File: src/sv/md5rw_pkg.sv
// ----------------------------------------------------------------------------
// md5rw_pkg
// Shared types, step constants and helper functions for the keyed MD5-step
// timestamp scrambler.
// ----------------------------------------------------------------------------
package md5rw_pkg;

    localparam int unsigned NumSteps = 64;

    // Standard MD5 initial chaining values
    localparam logic [31:0] InitA = 32'h67452301;
    localparam logic [31:0] InitB = 32'hefcdab89;
    localparam logic [31:0] InitC = 32'h98badcfe;
    localparam logic [31:0] InitD = 32'h10325476;

    // Additive constant of each step
    localparam logic [31:0] StepConst [NumSteps] = '{
        32'hd76aa478, 32'he8c7b756, 32'h242070db, 32'hc1bdceee,
        32'hf57c0faf, 32'h4787c62a, 32'ha8304613, 32'hfd469501,
        32'h698098d8, 32'h8b44f7af, 32'hffff5bb1, 32'h895cd7be,
        32'h6b901122, 32'hfd987193, 32'ha679438e, 32'h49b40821,
        32'hf61e2562, 32'hc040b340, 32'h265e5a51, 32'he9b6c7aa,
        32'hd62f105d, 32'h02441453, 32'hd8a1e681, 32'he7d3fbc8,
        32'h21e1cde6, 32'hc33707d6, 32'hf4d50d87, 32'h455a14ed,
        32'ha9e3e905, 32'hfcefa3f8, 32'h676f02d9, 32'h8d2a4c8a,
        32'hfffa3942, 32'h8771f681, 32'h6d9d6122, 32'hfde5380c,
        32'ha4beea44, 32'h4bdecfa9, 32'hf6bb4b60, 32'hbebfbc70,
        32'h289b7ec6, 32'heaa127fa, 32'hd4ef3085, 32'h04881d05,
        32'hd9d4d039, 32'he6db99e5, 32'h1fa27cf8, 32'hc4ac5665,
        32'hf4292244, 32'h432aff97, 32'hab9423a7, 32'hfc93a039,
        32'h655b59c3, 32'h8f0ccc92, 32'hffeff47d, 32'h85845dd1,
        32'h6fa87e4f, 32'hfe2ce6e0, 32'ha3014314, 32'h4e0811a1,
        32'hf7537e82, 32'hbd3af235, 32'h2ad7d2bb, 32'heb86d391
    };

    // Rotate amount, indexed by {round, step[1:0]}
    localparam logic [4:0] RotAmount [16] = '{
        5'd7, 5'd12, 5'd17, 5'd22, 5'd5, 5'd9, 5'd14, 5'd20,
        5'd4, 5'd11, 5'd16, 5'd23, 5'd6, 5'd10, 5'd15, 5'd21
    };

    // Round codes
    typedef enum logic [1:0] {
        RND_F = 2'd0,
        RND_G = 2'd1,
        RND_H = 2'd2,
        RND_I = 2'd3
    } t_round;

    // One pipeline slot: valid bit, working words and the timestamp bytes
    typedef struct packed {
        logic        valid;
        logic [31:0] a;
        logic [31:0] b;
        logic [31:0] c;
        logic [31:0] d;
        logic [31:0] sec;
        logic [31:0] usec;
    } t_md5rw_stage;

    // Message byte index used by a step
    function automatic logic [3:0] msg_index(input logic [5:0] step);
        logic [3:0] i4;
        logic [3:0] idx;
        i4 = step[3:0];
        unique case (t_round'(step[5:4]))
            RND_F:   idx = i4;
            RND_G:   idx = 4'd1 + 4'(i4 * 4'd5);
            RND_H:   idx = 4'd5 + 4'(i4 * 4'd3);
            RND_I:   idx = 4'(i4 * 4'd7);
            default: idx = i4;
        endcase
        return idx;
    endfunction

    // Left rotate by 0..31
    function automatic logic [31:0] rotl32(input logic [31:0] v, input logic [4:0] s);
        logic [63:0] w;
        w = {v, v} << s;
        return w[63:32];
    endfunction

endpackage

File: src/sv/md5rw_step.sv
// ----------------------------------------------------------------------------
// md5rw_step
// One MD5 step as a register stage: round function, byte message word,
// constant add, rotate and add, then rotate the working words.
// ----------------------------------------------------------------------------
module md5rw_step
    import md5rw_pkg::*;
(
    input  logic         i_clk,
    input  logic         i_rst_n,
    input  logic [5:0]   i_step,
    input  logic [63:0]  i_secret_key,
    input  t_md5rw_stage i_stage,
    output t_md5rw_stage o_stage
);

    logic [31:0]  f;
    logic [127:0] msg;
    logic [7:0]   msg_byte;
    logic [3:0]   rot_sel;
    logic [31:0]  sum;
    logic [31:0]  n_b;
    logic         r_valid;
    logic [31:0]  r_a;
    logic [31:0]  r_b;
    logic [31:0]  r_c;
    logic [31:0]  r_d;
    logic [31:0]  r_sec;
    logic [31:0]  r_usec;

    // Pick the round function
    always_comb begin
        unique case (t_round'(i_step[5:4]))
            RND_F:   f = i_stage.d ^ (i_stage.b & (i_stage.c ^ i_stage.d));
            RND_G:   f = i_stage.c ^ (i_stage.d & (i_stage.b ^ i_stage.c));
            RND_H:   f = i_stage.b ^ i_stage.c ^ i_stage.d;
            RND_I:   f = i_stage.c ^ (i_stage.b | ~i_stage.d);
            default: f = i_stage.b ^ i_stage.c ^ i_stage.d;
        endcase
    end

    // Message: key bytes first, then seconds, then microseconds
    assign msg      = {i_stage.usec, i_stage.sec, i_secret_key};
    assign msg_byte = msg[{msg_index(i_step), 3'b000} +: 8];
    assign rot_sel  = {i_step[5:4], i_step[1:0]};

    // Add, rotate, add
    assign sum = i_stage.a + f + {24'd0, msg_byte} + StepConst[i_step];
    assign n_b = rotl32(sum, RotAmount[rot_sel]) + i_stage.b;

    // Advance valid bit
    always_ff @(posedge i_clk) begin
        if (!i_rst_n) begin
            r_valid <= 1'b0;
        end else begin
            r_valid <= i_stage.valid;
        end
    end

    // Advance payload
    always_ff @(posedge i_clk) begin
        r_a    <= i_stage.d;
        r_b    <= n_b;
        r_c    <= i_stage.b;
        r_d    <= i_stage.c;
        r_sec  <= i_stage.sec;
        r_usec <= i_stage.usec;
    end

    assign o_stage = '{valid: r_valid, a: r_a, b: r_b, c: r_c, d: r_d,
                       sec: r_sec, usec: r_usec};

endmodule
File: config.mk
export PLATFORM = sky130hd
export DESIGN_NAME = md5rw_step
export DESIGN_NICKNAME = d
export VERILOG_FILES = /design/src/sv/md5rw_pkg.sv /design/src/sv/md5rw_step.sv
export SDC_FILE = /design/constraint.sdc
export NUM_CORES = 1
export LEC_CHECK = 0
export ABC_AREA = 1
export BUFFER_PORTS_ARGS = -buffer_cell sky130_fd_sc_hd__buf_2
export CORE_MARGIN = 1.5
export CORE_UTILIZATION = 45
export DETAILED_ROUTE_END_ITERATION = 7
export PLACE_DENSITY_LB_ADDON = 0.08
export SETUP_SLACK_MARGIN = 0.05
export SLEW_MARGIN = 5
export SYNTH_ARGS = -nofsm -noshare
export SYNTH_HDL_FRONTEND = slang
export SYNTH_SLANG_ARGS = --single-unit
File: constraint.sdc
create_clock -name i_clk -period 10.91 [get_ports i_clk]
set_input_delay 2.182 -clock i_clk [delete_from_list [all_inputs] [get_ports i_clk]]
set_output_delay 2.182 -clock i_clk [all_outputs]
set_load 0.05 [all_outputs]
== After elaboration in Yosys (flattened, before gate mapping) ==
Memories as Yosys holds them, arrays and structs flattened.
Index checks and enable logic that the tools add are counted.
Widths: inputs -> output; s select.

* Add/subtract/negate cells: 6
* Multiply operators: 3
* Div/mod/pow operators: 0
* Order comparisons: 2
* Equality and inequality tests: 3
* Shift operators: 2
* Mux-type cells: 6
* Bitwise operators: 12
* Reduce and logical (&&, ||, !) cells: 1

{| class="wikitable"
|+ Operator list
! cell !! number
|-
| $xor 32x32->32 || 6
|-
| $pmux 32 s4 || 1
|-
| $shiftx 128x8->8 || 1
|-
| $add 32x32->32 || 3
|-
| $and 32x32->32 || 2
|-
| $mux 32 || 2
|-
| $shl 64x5->64 || 1
|-
| $add 32x8->32 || 1
|-
| $not 32->32 || 1
|-
| $or 32x32->32 || 1
|-
| $pmux 4 s4 || 1
|-
| $mux 5 || 2
|-
| $mul 4x3->4 const B || 2
|-
| $ge 7x7->1 const B || 1
|-
| $not 6->7 || 1
|-
| $ge 5x5->1 const B || 1
|-
| $not 4->5 || 1
|-
| $add 1x4->4 const A || 1
|-
| $add 3x4->4 const A || 1
|-
| $eq 2x2->1 const B || 2
|-
| $mul 4x2->4 const B || 1
|-
| $eq 2x1->1 const B || 1
|-
| $logic_not 2->1 || 1
|}

* Register bits: 193
* Latch bits: 0
* Bits in writable memories: 0
* ROM bits: 2128
* Input bits: 265
* Word-level logic and storage cells: 44
* Memories kept: 2

{| class="wikitable"
|+ Memory list
! memory !! depth !! bits a word !! rd ports !! clocked after Yosys merged registers in !! wr ports !! RTL line !! source
|-
| (no name shown) || 64 || 32 || 1 || 0 || 0 || md5rw_step.sv:48 || <nowiki>assign sum = i_stage.a + f + {24'd0, msg_byte} + StepConst[i_step];</nowiki>
|-
| (no name shown) || 16 || 5 || 1 || 0 || 0 || md5rw_step.sv:49 || <nowiki>assign n_b = rotl32(sum, RotAmount[rot_sel]) + i_stage.b;</nowiki>
|}

== Longest topological paths before layout ==
Gate-level depths: netlist of the first run.

* Depth in word-level cells: 9
* Depth in mapped cells: 53

== Worst setup path before layout of the first run ==
Ideal clock, no wire load.

* Kind: input -> register
* From: input port i_step[1]
* To: register r_b[24]
* Setup time: 72 ps
* Arrival: 9506 ps
* Required time: 10838 ps
* Setup slack: 1332 ps
* Cell stages on the path: 48
* Buffers on the path: 1
* Path through: buf_2 clkinv_1 ha_1 fa_1 xnor2_1 a21oi_1 o21ai_0 o2111a_1 nor2_1 inv_1 o211ai_1 nand2_1 fa_1 fa_1 ha_1 inv_1 fa_1 o21ai_2 [... 12 more ...] ha_1 fa_1 nand3_1 nand2_1 nand3_1 nand2_1 nand3_1 nand2_1 nand3_1 nand2_1 nand2_1 nand2_1 nand2_1 nand2_1 a21oi_1 inv_1 a21oi_1 xnor2_1

* Longest elaborated chain between the ends: 8
* Elaborated cells between the ends (all ways): 19
* Classes of those cells: add/sub (5); mul (3); shift (2); mux (5); bitwise (2); memory (2)

{| class="wikitable"
|+ Ends and longest elaborated chain
! what !! RTL line !! source
|-
| from (decl) || md5rw_step.sv:11 || <nowiki>input logic [5:0] i_step,</nowiki>
|-
| $mul 4x2->4 or $mul 4x3->4 (tied branches) || md5rw_pkg.sv:69, md5rw_pkg.sv:68 ||
|-
| $add 3x4->4 or $add 1x4->4 (tied branches) || md5rw_pkg.sv:69, md5rw_pkg.sv:68 ||
|-
| $pmux 4 s4 || md5rw_pkg.sv:66 || <nowiki>unique case (t_round'(step[5:4]))</nowiki>
|-
| $shiftx 128x8->8 || md5rw_step.sv:44 || <nowiki>assign msg_byte = msg[{msg_index(i_step), 3'b000} +: 8];</nowiki>
|-
| $add 32x8->32 || md5rw_step.sv:48 ||
|-
| $add 32x32->32 || md5rw_step.sv:48 ||
|-
| $shl 64x5->64 * || md5rw_pkg.sv:79 || <nowiki>w = {v, v} << s;</nowiki>
|-
| $add 32x32->32 * || md5rw_step.sv:49 ||
|-
| named net n_b[24] || md5rw_step.sv:22 || <nowiki>logic [31:0] n_b;</nowiki>
|-
| to (signal assigned) || md5rw_step.sv:63 || <nowiki>r_b <= n_b;</nowiki>
|-
| to (decl) || md5rw_step.sv:25 || <nowiki>logic [31:0] r_b;</nowiki>
|}

The timed path passes the listed nets; every way through them passes the cells marked *. The select of a mux whose other input is x is not followed.
A chain may end at the register's enable or synchronous reset.

== Final worst setup path of the first run ==
Same ends and word-level chain as after synthesis.

==> reports/qor.csv, run 1 <==
metric,value,unit
run status,completed,
power density over cell area,236.1,nW/um^2
clock root buffer,sky130_fd_sc_hd__clkbuf_16,
Final setup violation count,0,
DRC violation count after routing,0,
final core utilization,55.64,%
number of failing hold endpoints at the final stage,0,
core footprint,36870,um^2
pin count of the biggest net entering global routing,65,
Die H,197.0,um
portion of the post-synthesis area used by sequential elements,22.80,%
hpwl dp,75.03,mm
cell count after synthesis,2537,
master of the slowest instance on the critical path,sky130_fd_sc_hd__a2111oi_0,
post-route cell area,20510,um^2
start point of the worst hold path,i_stage[20],
Main synth FF type,sky130_fd_sc_hd__dfxtp_1,
"Async S/R FF share, synth",0,%
final max-slew violation count,0,
Slew headroom,15.68,%
Clock Tree Buf Depth,2,
leakage,10.31,nW
routed length per placed instance,26.30,um
syn_nets,2967,
Initial Util,45.95,%
minimum clock period,10.37,ns
sort of element at the start of the critical path,primary input,
setup TNS,0,ns
Avg Vias per Cell,6.192,
fraction of the cycle the final worst path needs,95.02,%
arrival time of data at the critical path endpoint,10.78,ns
Worst Hold Class,in2reg,
hold_ws,1.819,ns
1st-pass router iterations,6,
Final Wtd Congestion,1.132,
antenna violations before repair,12,
"EDFF count, synth",0,
number of buffers added by the clock tree synthesis step,17,
clk sink count,193,
I/O Buffers,457,
worst setup path category,in2reg,
synthesized area per cell,6.678,um^2
critical path required time,11.32,ns
number of buffers inserted for hold repair after clock tree synthesis,0,
post-synthesis to final-layout area growth,21.08,%
Yosys warning total,0,
most repeated library cell on the critical path,sky130_fd_sc_hd__nand2_1,
Pwr Total,4.844,mW
Filler Cell Count,3556,
overflow left after global routing,0,
Vias,21640,
crit-path max FO,8,
nature of the critical path endpoint,flip-flop,
final layout net count,3400,
fraction of final layout cells with drive strength greater than 1,21.56,%
overall global routing resource usage,46.31,%
Iter 0 DRT Violations,2982,
capture endpoint of the worst hold path,r_usec[20],
"commonest non-fill, non-tap cells in the layout","457 x sky130_fd_sc_hd__buf_2, 402 x sky130_fd_sc_hd__nand2_1, 322 x sky130_fd_sc_hd__inv_1",
total detailed-routing wirelength,91.89,mm
Crit path largest cell delay,1.09,ns
die footprint,38820,um^2
die extent in x,197.0,um
I/O Pins,458,
worst hold stages,1,
post-cts resize count,0,
number of synthesized register bits,193,
setup fix buffers added after clock tree synthesis,0,
Post-Syn Area,16940,um^2
max-cap violation count,0,
clock slew at the register clock pins of the worst setup and hold paths,0.09,ns
antenna-violating nets left,0,
most common library cell in the layout ignoring fill and taps,sky130_fd_sc_hd__buf_2,
peak supply drop,0.1636,mV
number of global-route vias before repair,20390,
RSZ-0062 raised after global routing,false,
number of distinct standard cells referenced by the synthesized netlist,62,
deepest level of the CTS H-tree,4,
total cell area at the placement stage,19870,um^2
number of placement rows,70,
global-route wire length before repair,130.9,mm
transition time at the pin with the least slew margin,1.233,ns
maximum achievable frequency,0.09646,GHz
CTS tree,yes,
## report_power, final
group | internal, mW | switching (mW) | total (mW)
Clock | 0.316 | 0.350 | 0.666
Sequential | 0.811 | 0.0342 | 0.845
Combinational | 1.01 | 2.32 | 3.33
## state kept, by name, summed over array words and instances, names as in the netlist
| signal | cells |
|---|---|
| r_a | 32 |
| r_b | 32 |
| r_c | 32 |
| r_d | 32 |
| r_sec | 32 |
| r_usec | 32 |
| r_valid | 1 |
## critical path: cells and delay by family
| kind | cells | cell delay [ns] |
|---|---|---|
| adder cells (fa/ha/maj) | 6 | 1.81 |
| XOR/XNOR | 1 | 0.13 |
| AO/OA/AOI/OAI | 7 | 2.77 |
| AND/OR/NAND/NOR | 25 | 2.62 |
| buffers and inverters | 7 | 1.23 |
## area by class of cell
class,count,area [um^2],share of cell area (%)
tap,504,630.6,3.074
clock buffer,17,425.4,2.074
inverter,336,1264,6.160
sequential,193,3864,18.83
clock inverter,15,197.7,0.9637
multi-input combinational,1900,11320,55.16
antenna,7,17.52,0.08539
timing repair buffer,522,2800,13.65
## cell families (layout without fill, tap and decap cells)
kind of cell / Yosys count / in the layout / share of synthesized area, %
fa+ha+maj: 165 / 165 / 14.22
mux: 1 / 1 / 0.05908
buf+inv: 444 / 890 / 10.46
simple gates: 1061 / 1061 / 27.46
flops: 193 / 193 / 22.80
other cells: 0 / 7 / 0
xor+xnor: 48 / 48 / 2.481
compound gates: 625 / 625 / 22.50
## Yosys cell counts (5+ instances only)
master / instances / area [um^2]
sky130_fd_sc_hd__xnor2_1: 18 / 157.7
sky130_fd_sc_hd__or2_2: 32 / 200.2
sky130_fd_sc_hd__inv_1: 322 / 1209
sky130_fd_sc_hd__dfxtp_1: 193 / 3864
sky130_fd_sc_hd__a31oi_1: 60 / 375.4
sky130_fd_sc_hd__o21ai_2: 9 / 78.83
sky130_fd_sc_hd__o221ai_1: 17 / 148.9
sky130_fd_sc_hd__o21ai_0: 188 / 940.9
sky130_fd_sc_hd__nor3_1: 24 / 120.1
sky130_fd_sc_hd__o211ai_2: 8 / 100.1
sky130_fd_sc_hd__a311oi_1: 5 / 43.79
sky130_fd_sc_hd__a2111oi_0: 9 / 78.83
sky130_fd_sc_hd__a21oi_1: 186 / 930.9
sky130_fd_sc_hd__nand4_1: 6 / 37.54
sky130_fd_sc_hd__buf_1: 11 / 41.29
sky130_fd_sc_hd__nand3b_1: 6 / 45.04
sky130_fd_sc_hd__nand3_2: 7 / 70.07
sky130_fd_sc_hd__inv_2: 12 / 45.04
sky130_fd_sc_hd__a221oi_1: 7 / 61.31
sky130_fd_sc_hd__nand3_1: 300 / 1501
sky130_fd_sc_hd__clkbuf_1: 70 / 262.8
sky130_fd_sc_hd__a211oi_1: 9 / 67.56
sky130_fd_sc_hd__buf_6: 10 / 112.6
sky130_fd_sc_hd__a32o_1: 16 / 160.2
sky130_fd_sc_hd__fa_1: 46 / 920.9
sky130_fd_sc_hd__ha_1: 119 / 1489
sky130_fd_sc_hd__o21ai_1: 13 / 65.06
sky130_fd_sc_hd__xor2_1: 30 / 262.8
sky130_fd_sc_hd__o22ai_1: 22 / 137.6
sky130_fd_sc_hd__nor2_1: 255 / 957.2
sky130_fd_sc_hd__o21bai_1: 6 / 45.04
sky130_fd_sc_hd__nand2_1: 403 / 1513
sky130_fd_sc_hd__o211ai_1: 41 / 307.8
sky130_fd_sc_hd__nor4_1: 11 / 68.82
sky130_fd_sc_hd__buf_2: 14 / 70.07
## routing by layer
metal / GRT usage [%] / vias to the layer above / routed length (um)
met1: 56.31 / 10030 / 33900
met3: 10.50 / 408 / 10840
met4: 33.14 / 6 / 7529
met2: 72.29 / 1704 / 39580
li1: - / 9492 / -
met5: 0 / - / 34
## worst max-delay path by stage
stage	slack, ns	end	from
detailed placement	0.52	r_b[24]	i_step[1]
floorplan	1.33	r_b[24]	i_step[1]
global placement	0.56	r_b[24]	i_step[0]
CTS	0.98	r_b[24]	i_step[1]
finish	0.54	r_b[24]	i_step[1]
global route	0.12	r_b[24]	i_step[1]
## metrics by stage
step | std cells | setup WS [ns]
2_1_floorplan | 2537 | 1.332
6_report | 3494 | 0.5435
3_3_place_gp | 3455 | 0.5590
5_1_grt | 3489 | 0.1220
3_5_place_dp | 3455 | 0.5156
4_1_cts | 3487 | 0.9828
Note: power is estimated with default switching activity, not from simulation.
==> inputs of run 2 (changes only) <==
--- a/config.mk
+++ b/config.mk
@@ -9,6 +9,7 @@
 export BUFFER_PORTS_ARGS = -buffer_cell sky130_fd_sc_hd__buf_2
 export CORE_MARGIN = 1.5
 export CORE_UTILIZATION = 45
+export CTS_BUF_LIST = sky130_fd_sc_hd__clkbuf_4
 export DETAILED_ROUTE_END_ITERATION = 7
 export PLACE_DENSITY_LB_ADDON = 0.08
 export SETUP_SLACK_MARGIN = 0.05
==> reports/qor.csv, run 2 (synthesized netlist as in run 1, its figures left out) <==
metric,value,unit,change
run status,completed,,unchanged
crit-path leading delay family,simple AND/OR/NAND/NOR gates,,was compound AO/OA/AOI/OAI gates
pin count of the biggest net entering global routing,65,,unchanged
post-cts resize count,0,,unchanged
max-cap violation count,0,,unchanged
most repeated library cell on the critical path,sky130_fd_sc_hd__nand2_1,,unchanged
placed cell count,3455,,unchanged
critical path required time,11.53,ns,was 11.32 ns
deepest level of the CTS H-tree,4,,unchanged
Clock Tree Buf Depth,2,,unchanged
master of the slowest instance on the critical path,sky130_fd_sc_hd__a2111oi_0,,unchanged
final max-slew violation count,0,,unchanged
total detailed-routing wirelength,91.10,mm,was 91.89 mm
clk sink count,193,,unchanged
worst setup path category,in2reg,,unchanged
global-route wire length before repair,129.8,mm,was 130.9 mm
Avg Vias per Cell,6.193,,was 6.192
1st-pass router iterations,7,,was 6
"commonest non-fill, non-tap cells in the layout","457 x sky130_fd_sc_hd__buf_2, 402 x sky130_fd_sc_hd__nand2_1, 322 x sky130_fd_sc_hd__inv_1",,unchanged
die extent in x,197.0,um,unchanged
post-route cell area,20210,um^2,"was 20,510 um^2"
clock slew at the register clock pins of the worst setup and hold paths,0.22,ns,was 0.09 ns
peak supply drop,0.1090,mV,was 0.1636 mV
fraction of final layout cells with drive strength greater than 1,21.56,%,unchanged
setup TNS,0,ns,unchanged
DRC violation count after routing,0,,unchanged
I/O Pins,458,,unchanged
crit path from,i_step[1],,unchanged
Pwr Total,4.600,mW,was 4.844 mW
RSZ-0062 raised after global routing,false,,unchanged
CTS tree,yes,,unchanged
most common library cell in the layout ignoring fill and taps,sky130_fd_sc_hd__buf_2,,unchanged
power density over cell area,227.6,nW/um^2,was 236.1 nW/um^2
Vias,21630,,"was 21,640"
Iter 0 DRT Violations,2992,,"was 2,982"
hpwl dp,75.03,mm,unchanged
final worst-path setup slack,0.9723,ns,was 0.5435 ns
number of global-route vias before repair,20370,,"was 20,390"
fraction of the cycle the final worst path needs,91.09,%,was 95.02%
die footprint,38820,um^2,unchanged
nature of the critical path endpoint,flip-flop,,unchanged
I/O Buffers,457,,unchanged
number of failing hold endpoints at the final stage,0,,unchanged
Final Wtd Congestion,1.132,,unchanged
antenna-violating nets left,0,,unchanged
leakage,10.18,nW,was 10.31 nW
overall global routing resource usage,45.93,%,was 46.31%
start point of the worst hold path,i_stage[24],,was i_stage[20]
sort of element at the start of the critical path,primary input,,unchanged
Worst Hold Class,in2reg,,unchanged
Layout Cells excl Fill,3493,,"was 3,494"
number of placement rows,70,,unchanged
Initial Util,45.95,%,unchanged
post-synthesis to final-layout area growth,19.31,%,was 21.08%
routed length per placed instance,26.08,um,was 26.30 um
overflow left after global routing,0,,unchanged
number of buffers added by the clock tree synthesis step,17,,unchanged
Final setup violation count,0,,unchanged
arrival time of data at the critical path endpoint,10.56,ns,was 10.78 ns
transition time at the pin with the least slew margin,1.103,ns,was 1.233 ns
core footprint,36870,um^2,unchanged
final layout net count,3400,,unchanged
hold_ws,1.599,ns,was 1.819 ns
maximum achievable frequency,0.1006,GHz,was 0.09646 GHz
minimum clock period,9.938,ns,was 10.37 ns
setup fix buffers added after clock tree synthesis,0,,unchanged
Slew headroom,24.53,%,was 15.68%
Die H,197.0,um,unchanged
total cell area at the placement stage,19870,um^2,unchanged
Crit path largest cell delay,0.78,ns,was 1.09 ns
number of buffers and inverters on the critical path,7,,unchanged
crit-path max FO,9,,was 8
final core utilization,54.82,%,was 55.64%
antenna violations before repair,12,,unchanged
number of buffers inserted for hold repair after clock tree synthesis,0,,unchanged
pre-CTS worst setup slack,0.5156,ns,unchanged
clock root buffer,sky130_fd_sc_hd__clkbuf_4,,was sky130_fd_sc_hd__clkbuf_16
[run 2: cell types whose count changed in the layout (fill, tap and decap cells not counted), sizes merged]
cell,before,now
diode,7,6
[run 2: path summary, 6_finish.rpt]
| path | endpoint | depth (start not counted) | slack [ns] |
|---|---|---|---|
| hold / removal | r_usec[24] | 1 | 1.60 |
| setup / recovery | r_b[24] | 46 | 0.97 |
[run 2: where the power goes]
| group | total (mW) | internal (mW) | switching [mW] |
|---|---|---|---|
| Clock | 0.434 | 0.114 | 0.320 |
| Combinational | 3.32 | 1.01 | 2.31 |
| Sequential | 0.845 | 0.811 | 0.0341 |
[run 2: layout make-up]
cell class                      instances  area (um^2)
Inverter                              336         1264
Multi-Input combinational cell       1900        11320
Clock buffer                           17        127.6
Clock inverter                         15        197.7
Sequential cell                       193         3864
Antenna cell                            6        15.01
Fill cell                            3605        16660
Tap cell                              504        630.6
Timing Repair Buffer                  522         2800
[run 2: per-layer routing]
layer | vias to the layer above | wire length, um | global-route usage (%)
met5 | - | 51 | 0
met4 | 8 | 7697 | 33.47
met3 | 397 | 10940 | 11.32
met2 | 1688 | 38740 | 71.25
met1 | 10050 | 33660 | 55.42
li1 | 9486 | - | -
